==> src/rtl/dlc_pkg.sv <==
// Shared constants for the direct-form linear convolution block.
// No dependencies; dlc_if.sv and direct_linear_convolution.sv import this package.
`default_nettype none

package dlc_pkg;

  // Field widths that do not move with the module parameters.
  localparam int RESULT_BITS    = 38;
  localparam int TAP_INDEX_BITS = 6;
  localparam int TAP_COUNT_BITS = 7;

  // Codes of the kind field of an input transaction.
  localparam logic KIND_COEF   = 1'b0;
  localparam logic KIND_SAMPLE = 1'b1;

endpackage

`default_nettype wire

==> src/rtl/dlc_if.sv <==
// Valid/ready channel interfaces for the convolution block's input and output.
// Depends on dlc_pkg for the fixed field widths.
`default_nettype none

interface dlc_in_if #(
  parameter int SAMPLE_BITS = 16
);
  import dlc_pkg::*;

  logic                             valid;
  logic                             ready;
  logic                             kind;
  logic [TAP_INDEX_BITS-1:0]        tap_index;
  logic signed [SAMPLE_BITS-1:0]    value;
  logic                             last_sample;

  modport source (output valid, kind, tap_index, value, last_sample, input ready);
  modport sink   (input valid, kind, tap_index, value, last_sample, output ready);
endinterface

interface dlc_out_if;
  import dlc_pkg::*;

  logic                          valid;
  logic                          ready;
  logic signed [RESULT_BITS-1:0] result;
  logic                          last;

  modport source (output valid, result, last, input ready);
  modport sink   (input valid, result, last, output ready);
endinterface

`default_nettype wire

==> src/rtl/dlc_ram.sv <==
// Generic simple dual-port RAM: one write port, one read port, registered read.
// No dependencies.
`default_nettype none

module dlc_ram #(
  parameter int WIDTH = 16,
  parameter int DEPTH = 64
) (
  input  wire logic                                     clk,
  input  wire logic                                     we,
  input  wire logic [((DEPTH > 1) ? $clog2(DEPTH) : 1)-1:0] waddr,
  input  wire logic [WIDTH-1:0]                         wdata,
  input  wire logic [((DEPTH > 1) ? $clog2(DEPTH) : 1)-1:0] raddr,
  output logic      [WIDTH-1:0]                         rdata
);

  logic [WIDTH-1:0] mem [DEPTH];

  always_ff @(posedge clk) begin
    if (we) begin
      mem[waddr] <= wdata;
    end
    rdata <= mem[raddr];
  end

endmodule

`default_nettype wire

==> src/rtl/direct_linear_convolution.sv <==
// Direct-form full linear convolution, y[n] = sum h[m] * x[n-m], top level.
// Depends on dlc_pkg, the dlc_in_if / dlc_out_if interfaces and dlc_ram.
`default_nettype none

// A user of this block writes the taps first: an input transaction of kind
// KIND_COEF stores its value at tap_index (indexes at or above MAX_TAPS are
// dropped) and produces nothing. tap_count, written through tap_count_we and
// tap_count_wdata while the block is idle, selects how many taps are summed;
// zero acts as one and values above MAX_TAPS act as MAX_TAPS. Each transaction
// of kind KIND_SAMPLE shifts its value into the signal history and returns one
// exact Q8.30 sum over tap_count taps. A sample with last_sample set returns
// tap_count-1 further tail sums, flags the final one with last, and empties
// the history for the next signal. For each output sum, one shared
// multiply-accumulate issues one tap read per cycle; then the memory data is
// brought into the product register, the product is added to the
// accumulator, the walk sees the pipeline empty, and the output register is
// loaded. A sample is first accepted in the idle state. A finished sum waits
// in the output register while the next transaction is taken and worked on;
// the block only stalls when a new sum is ready and the previous one is still
// unclaimed. The history lives in a circular memory with a fill count, so no
// clearing pass is needed after reset or after a last sample.
module direct_linear_convolution #(
  parameter int MAX_TAPS    = 64,
  parameter int SAMPLE_BITS = 16
) (
  input  wire logic                                  clk,
  input  wire logic                                  rst,
  input  wire logic                                  tap_count_we,
  input  wire logic [dlc_pkg::TAP_COUNT_BITS-1:0]    tap_count_wdata,
  dlc_in_if.sink                                     item,
  dlc_out_if.source                                  result_item
);
  import dlc_pkg::*;

  // Address width of both memories, width of tap counters (they hold MAX_TAPS
  // itself), and the history depth as a power of two so the pointer wraps.
  localparam int AW     = (MAX_TAPS > 1) ? $clog2(MAX_TAPS) : 1;
  localparam int CW     = $clog2(MAX_TAPS + 1);
  localparam int HDEPTH = 1 << AW;
  localparam int PW     = 2 * SAMPLE_BITS;
  localparam int EW     = (PW > RESULT_BITS) ? PW : RESULT_BITS;

  localparam logic [1:0] S_IDLE = 2'd0;
  localparam logic [1:0] S_MAC  = 2'd1;
  localparam logic [1:0] S_EMIT = 2'd2;

  logic [1:0]                 state;
  logic [TAP_COUNT_BITS-1:0]  tap_count;

  // History bookkeeping: wp points at the newest sample, fill counts how many
  // entries behind it hold real samples since the last clear.
  logic [AW-1:0]              wp;
  logic [CW-1:0]              fill;

  // Per-output walk.
  logic [CW-1:0]              taps;
  logic [CW-1:0]              m;
  logic [CW-1:0]              tail;
  logic                       last_pend;
  logic                       p1;
  logic                       p1_ok;
  logic                       p2;
  logic signed [PW-1:0]       prod;
  logic [RESULT_BITS-1:0]     acc;

  // Output register.
  logic                       out_valid;
  logic [RESULT_BITS-1:0]     out_result;
  logic                       out_last;

  logic [TAP_COUNT_BITS-1:0]  tc_clamped;
  logic [CW-1:0]              taps_eff;
  logic                       accept;
  logic                       accept_sample;
  logic                       accept_coef;
  logic                       emit_fire;
  logic                       issue;
  logic                       hist_we;
  logic [AW-1:0]              hist_waddr;
  logic [SAMPLE_BITS-1:0]     hist_wdata;
  logic [AW-1:0]              hist_raddr;
  logic [SAMPLE_BITS-1:0]     hist_rdata;
  logic [SAMPLE_BITS-1:0]     coef_rdata;
  logic [SAMPLE_BITS-1:0]     hist_masked;
  logic signed [EW-1:0]       prod_ext;
  logic [CW-1:0]              fill_inc;

  // Tap count saturates to the range one to MAX_TAPS.
  always_comb begin
    if (tap_count == '0) begin
      tc_clamped = TAP_COUNT_BITS'(1);
    end else if (tap_count > TAP_COUNT_BITS'(MAX_TAPS)) begin
      tc_clamped = TAP_COUNT_BITS'(MAX_TAPS);
    end else begin
      tc_clamped = tap_count;
    end
  end
  assign taps_eff = CW'(tc_clamped);

  assign item.ready    = (state == S_IDLE);
  assign accept        = item.valid && (state == S_IDLE);
  assign accept_sample = accept && (item.kind == KIND_SAMPLE);
  assign accept_coef   = accept && (item.kind == KIND_COEF) &&
                         (TAP_COUNT_BITS'(item.tap_index) < TAP_COUNT_BITS'(MAX_TAPS));
  assign emit_fire     = (state == S_EMIT) && (!out_valid || result_item.ready);
  assign issue         = (state == S_MAC) && (m < taps);
  assign fill_inc      = (fill == CW'(MAX_TAPS)) ? fill : fill + CW'(1);

  // A new sample enters on accept; a zero enters before each tail output.
  // Writes and reads of the history never fall in the same cycle, so the
  // memory needs no forwarding.
  assign hist_we    = accept_sample || (emit_fire && (tail != '0));
  assign hist_waddr = wp + AW'(1);
  assign hist_wdata = (state == S_IDLE) ? item.value : '0;
  assign hist_raddr = wp - m[AW-1:0];

  dlc_ram #(
    .WIDTH (SAMPLE_BITS),
    .DEPTH (MAX_TAPS)
  ) u_coef_ram (
    .clk   (clk),
    .we    (accept_coef),
    .waddr (item.tap_index[AW-1:0]),
    .wdata (item.value),
    .raddr (m[AW-1:0]),
    .rdata (coef_rdata)
  );

  dlc_ram #(
    .WIDTH (SAMPLE_BITS),
    .DEPTH (HDEPTH)
  ) u_hist_ram (
    .clk   (clk),
    .we    (hist_we),
    .waddr (hist_waddr),
    .wdata (hist_wdata),
    .raddr (hist_raddr),
    .rdata (hist_rdata)
  );

  // Entries older than the fill count read as zero: that is the cleared history.
  assign hist_masked = p1_ok ? hist_rdata : '0;
  assign prod_ext    = EW'(prod);

  always_ff @(posedge clk) begin
    if (rst) begin
      state     <= S_IDLE;
      tap_count <= TAP_COUNT_BITS'(1);
      wp        <= '0;
      fill      <= '0;
      p1        <= 1'b0;
      p2        <= 1'b0;
      out_valid <= 1'b0;
    end else begin
      if (tap_count_we) begin
        tap_count <= tap_count_wdata;
      end

      // Read pipeline: address issued, memory data back, product registered.
      p1    <= issue;
      p1_ok <= (m < fill);
      p2    <= p1;
      prod  <= $signed(coef_rdata) * $signed(hist_masked);
      if (issue) begin
        m <= m + CW'(1);
      end
      if (p2) begin
        acc <= acc + prod_ext[RESULT_BITS-1:0];
      end

      if (emit_fire) begin
        out_valid  <= 1'b1;
        out_result <= acc;
        out_last   <= last_pend && (tail == '0);
      end else if (result_item.ready) begin
        out_valid <= 1'b0;
      end

      unique case (state)
        S_IDLE: begin
          if (accept_sample) begin
            wp        <= wp + AW'(1);
            fill      <= fill_inc;
            taps      <= taps_eff;
            // Only a last sample drains the history through tail outputs.
            tail      <= item.last_sample ? taps_eff - CW'(1) : '0;
            last_pend <= item.last_sample;
            m         <= '0;
            acc       <= '0;
            state     <= S_MAC;
          end
        end
        S_MAC: begin
          if (!issue && !p1 && !p2) begin
            state <= S_EMIT;
          end
        end
        S_EMIT: begin
          if (emit_fire) begin
            if (tail != '0) begin
              wp    <= wp + AW'(1);
              fill  <= fill_inc;
              tail  <= tail - CW'(1);
              m     <= '0;
              acc   <= '0;
              state <= S_MAC;
            end else begin
              if (last_pend) begin
                fill <= '0;
              end
              state <= S_IDLE;
            end
          end
        end
        default: begin
          state <= S_IDLE;
        end
      endcase
    end
  end

  assign result_item.valid  = out_valid;
  assign result_item.result = out_result;
  assign result_item.last   = out_last;

endmodule

`default_nettype wire

==> src/flat_wrapper.sv <==
// flat-port wrapper written by rule: the top's interface ports become plain ports
module direct_linear_convolution_flat import dlc_pkg::*;
#(
  parameter int MAX_TAPS    = 64,
  parameter int SAMPLE_BITS = 16
)
  (clk, rst, tap_count_we, tap_count_wdata, item_valid, item_kind, item_tap_index, item_value, item_last_sample, item_ready, result_item_valid, result_item_result, result_item_last, result_item_ready);
  dlc_in_if #(.SAMPLE_BITS(SAMPLE_BITS)) item_i ();
  dlc_out_if result_item_i ();
  input  wire logic clk;
  input  wire logic rst;
  input  wire logic tap_count_we;
  input  wire logic [dlc_pkg::TAP_COUNT_BITS-1:0] tap_count_wdata;
  input wire logic [$bits(item_i.valid)-1:0] item_valid;
  input wire logic [$bits(item_i.kind)-1:0] item_kind;
  input wire logic [$bits(item_i.tap_index)-1:0] item_tap_index;
  input wire logic [$bits(item_i.value)-1:0] item_value;
  input wire logic [$bits(item_i.last_sample)-1:0] item_last_sample;
  output wire logic [$bits(item_i.ready)-1:0] item_ready;
  output wire logic [$bits(result_item_i.valid)-1:0] result_item_valid;
  output wire logic [$bits(result_item_i.result)-1:0] result_item_result;
  output wire logic [$bits(result_item_i.last)-1:0] result_item_last;
  input wire logic [$bits(result_item_i.ready)-1:0] result_item_ready;
  assign item_i.valid = item_valid;
  assign item_i.kind = item_kind;
  assign item_i.tap_index = item_tap_index;
  assign item_i.value = item_value;
  assign item_i.last_sample = item_last_sample;
  assign item_ready = item_i.ready;
  assign result_item_valid = result_item_i.valid;
  assign result_item_result = result_item_i.result;
  assign result_item_last = result_item_i.last;
  assign result_item_i.ready = result_item_ready;
  direct_linear_convolution #(.MAX_TAPS(MAX_TAPS), .SAMPLE_BITS(SAMPLE_BITS)) u_core (.clk(clk), .rst(rst), .tap_count_we(tap_count_we), .tap_count_wdata(tap_count_wdata), .item(item_i), .result_item(result_item_i));
endmodule
==> config.mk <==
export PLATFORM = sky130hd
export DESIGN_NAME = direct_linear_convolution_flat
export DESIGN_NICKNAME = d
export VERILOG_FILES = /design/src/rtl/dlc_pkg.sv /design/src/rtl/dlc_if.sv /design/src/rtl/dlc_ram.sv /design/src/rtl/direct_linear_convolution.sv /design/src/flat_wrapper.sv
export SDC_FILE = /design/constraint.sdc
export NUM_CORES = 2
export LEC_CHECK = 0
export BUFFER_PORTS_ARGS = -buffer_cell sky130_fd_sc_hd__buf_2
export CAP_MARGIN = 20
export CORE_MARGIN = 1
export CORE_UTILIZATION = 50
export CTS_CLUSTER_DIAMETER = 40
export DETAILED_ROUTE_END_ITERATION = 6
export GPL_TIMING_DRIVEN = 0
export PLACE_DENSITY = 0.73
export SYNTH_ARGS = -nofsm -noshare
export SYNTH_HDL_FRONTEND = slang
export SYNTH_SLANG_ARGS = --single-unit
==> constraint.sdc <==
create_clock -name clk -period 8.4 [get_ports clk]
set_input_delay 2.1 -clock clk [delete_from_list [all_inputs] [get_ports clk]]
set_output_delay 2.1 -clock clk [all_outputs]
set_load 0.03 [all_outputs]
==> results.yml <==
pwr:
  p_leak_nw: 38.56
  total_power_mw: 45.15
  p_per_area_mw_per_mm2: 398.7
  peakVddDrop_v: 0.001208
placed_design:
  dpl.hpwl_mm: 159.8
  portBuffers: 72
  dpl.cell_count: 7807
  routabilityCongestion: 0.9541
  place_ws_ns: 0.5695
logic_synthesis:
  synth_cell_types: 75
  ys_seq_area_share_pct: 68.19
  synth_edf_count: 2180
  syn_inst: 5096
  ys_ff_latch: 2237
  syn_nets: 5538
  synth_area_mm2: 0.09768
  yosysWarnings: 0
  synth_top_flop_cell: "edfxtp_1"
  avgSynthCellArea_um2: 19.17
  synthArstFlopShare_pct: 0
clock_tree:
  cts_made_buffers: 299
  clock_sinks: 2237
  worst_skew_pair.late_latency_ns: 0.92
  postCtsHoldBufs: 0
  cts_buffer_depth: 4
  htree_levels: 5
  cts_setup_buffers: 0
  clk_pin_slew_ns: 0.05
  cts-resized-gates: 0
  cts_tree: "built"
  root_buffer: "clkbuf_16"
routing:
  vias: 51293
  vias_per_cell: 6.154
  drcViolationCount: 1
  drtPass1Iterations: 7
  routedWlPerCell_um: 29.01
  finalWirelength_mm: 241.8
  antenna_left: 0
  drtIter0Drc: 6341
timing:
  tns_ns: 0
  fin_crit_ns: 8.000
  tightest_slew_ns: 1.270
  finalHoldViolations: 0
  report.final.slew_viol_count: 0
  rsz0062_at_grt: "no"
  period_share_pct: 95.24
  timing.final.ws_setup_ns: 0.4002
  setup_viol: 0
  clock_skew_ns: 0.07831
  relSlewSlack_pct: 15.32
  fmax_mhz: 125.0
die:
  start_util_pct: 50.51
  io_pins: 77
  core_area_mm2: 0.1934
  die_y_um: 444.0
  fp.dieW_um: 444.0
  fp-row-count: 161
  die-area_mm2: 0.1971
finish:
  fillers: 13624
  nets: 6029
  syn_to_final_growth_pct: 15.96
  fin_cells: 8335
  multiInputGateArea_mm2: 0.02902
  regArea_mm2: 0.06660
  final_core_util_pct: 58.57
  drive_gt1_share_pct: 26.36
flow_run:
  maxCapViolCount: 0
global_route:
  grt_usage_pct: 24.55
  antenna_found_initial: 6
  grt_pass1_vias: 52384
  grt_pass1_wl_mm: 352.6
  gr-total-overflow: 0
  grt_max_degree: 66
worst_setup_path:
  required_ns: 9.02
  critPathKind: "flip-flop to flip-flop"
  crit_start: "u_core.p1_ok"
  cp-start-kind: "flip-flop"
  rr_startpoint: "u_core.p1_ok"
  worstPathMaxFanout: 10
  end_kind: "flip-flop"
  arrival_ns: 8.62
outcome:
  violations: "design-rule violations"
  status: "complete, but fails checks"
hold_path:
  hold_class: "flip-flop to flip-flop"
  hp-start: "u_core.acc[18]"
[synth_stat cells, types with 28 or more instances]
library cell	instances	area [um2]
xnor2_1	54	473.0
a211oi_1	32	240.2
clkbuf_1	148	555.5
nand3_1	43	215.2
buf_2	61	305.3
dfxtp_1	57	1141
ha_1	142	1777
mux4_2	649	14620
a21oi_1	79	395.4
a21o_1	32	240.2
and3_1	126	788.3
nor2_1	251	942.2
and2_1	33	206.5
nand2_1	182	683.2
edfxtp_1	2180	65460
fa_1	264	5285
buf_1	28	105.1
mux2i_1	51	510.5
o21ai_0	40	200.2
nor2b_1	38	237.7
inv_1	358	1344
[report_power, final]
group	internal, mW	switching, mW
Combinational	8.30	10.8
Sequential	13.3	0.248
Clock	7.59	4.86
Total	29.2	16.0
[layout make-up]
class                   instances  share of cell area (%)
well taps                    2526                   2.790
multi-input cells            2254                   25.62
repair buffers                190                   2.060
flip-flops and latches       2237                   58.80
clock inverters               187                   1.749
diodes                          5                 0.01105
inverters                     360                   1.195
plain buffers                 245                  0.9224
clock buffers                 331                   6.843
[flip-flops by register name, indices dropped and copies added, names as in the netlist, 2 cells and up]
name	count
u_core.u_hist_ram.rdata	16
u_core.state	2
u_core.tail	7
u_core.fill	7
u_core.tap_count	7
u_core.wp	6
u_core.u_hist_ram.mem	1024
u_core.taps	7
u_core.result_item.result	38
u_core.acc	38
u_core.m	7
u_core.u_coef_ram.mem	1024
u_core.u_coef_ram.rdata	16
u_core.prod	32
[path summary, 6_finish.rpt]
path | depth (start not counted) | endpoint | slack, ns
hold / removal | 0 | u_core.result_item.result[18] | 0.47
setup reg to reg | 23 | u_core.prod[31] | 0.40
hold reg to reg | 0 | u_core.result_item.result[18] | 0.47
setup / recovery | 23 | u_core.prod[31] | 0.40
[cells by family after synthesis]
kind of cell	Yosys count	synth area share, %
flip-flops	2237	68.19
buffers and inverters	605	2.453
XOR/XNOR	82	0.7506
adder cells (fa/ha/maj)	406	7.230
AO/OA/AOI/OAI	288	1.920
AND/OR/NAND/NOR	771	3.784
multiplexers	707	15.68
[worst max-delay path: stages, from the launching register on]
cell and delay, ns:
edfxtp_1 0.65, clkbuf_1 0.59, clkbuf_1 0.51, and3_1 0.28
fa_1 0.41, inv_1 0.11, fa_1 0.47, fa_1 0.52
inv_1 0.05, fa_1 0.50, fa_1 0.51, inv_1 0.05
fa_1 0.48, inv_1 0.04, ha_1 0.35, and4_1 0.25
nand2_1 0.08, a211oi_1 0.58, o21ai_1 0.25, a21oi_1 0.43
and3_1 0.23, o31ai_1 0.08, a21oi_1 0.18, xnor2_1 0.10
[placed cells by master (no fill, tap or decap), drive strengths merged, types with 9 or more instances in the layout]
| cell | instances |
|---|---|
| and2 | 35 |
| bufinv | 28 |
| xor2 | 26 |
| a21oi | 80 |
| edfxtp | 2180 |
| a31oi | 10 |
| nor3 | 20 |
| or3 | 9 |
| mux4 | 656 |
| fa | 264 |
| nor4 | 9 |
| mux2i | 51 |
| a21o | 32 |
| nand2b | 18 |
| ha | 142 |
| and3 | 126 |
| nand3 | 43 |
| clkinv | 81 |
| xnor2 | 56 |
| clkinvlp | 27 |
| inv | 411 |
| clkbuf | 480 |
| nor2b | 38 |
| buf | 286 |
| nand4 | 14 |
| o211ai | 10 |
| nand2 | 182 |
| o21ai | 56 |
| nor2 | 251 |
| dfxtp | 57 |
| a211oi | 32 |
| o21a | 13 |
[metrics by stage]
step,area (um2),hold slack (ns)
floorplan,97680,0.4418
global placement,101200,0.4721
detailed placement,103400,0.4749
CTS,113200,0.4775
global route,113300,0.4939
finish,113300,0.4730
[metal layers]
metal	GRT usage, %	vias up	wire length (um)
met3	5.218	526	22060
met5	0	-	22
li1	-	21122	-
met2	38.75	2823	117100
met1	33.46	26818	92420
met4	10.10	4	10160
No activity file was read; power rests on OpenSTA's default activity.
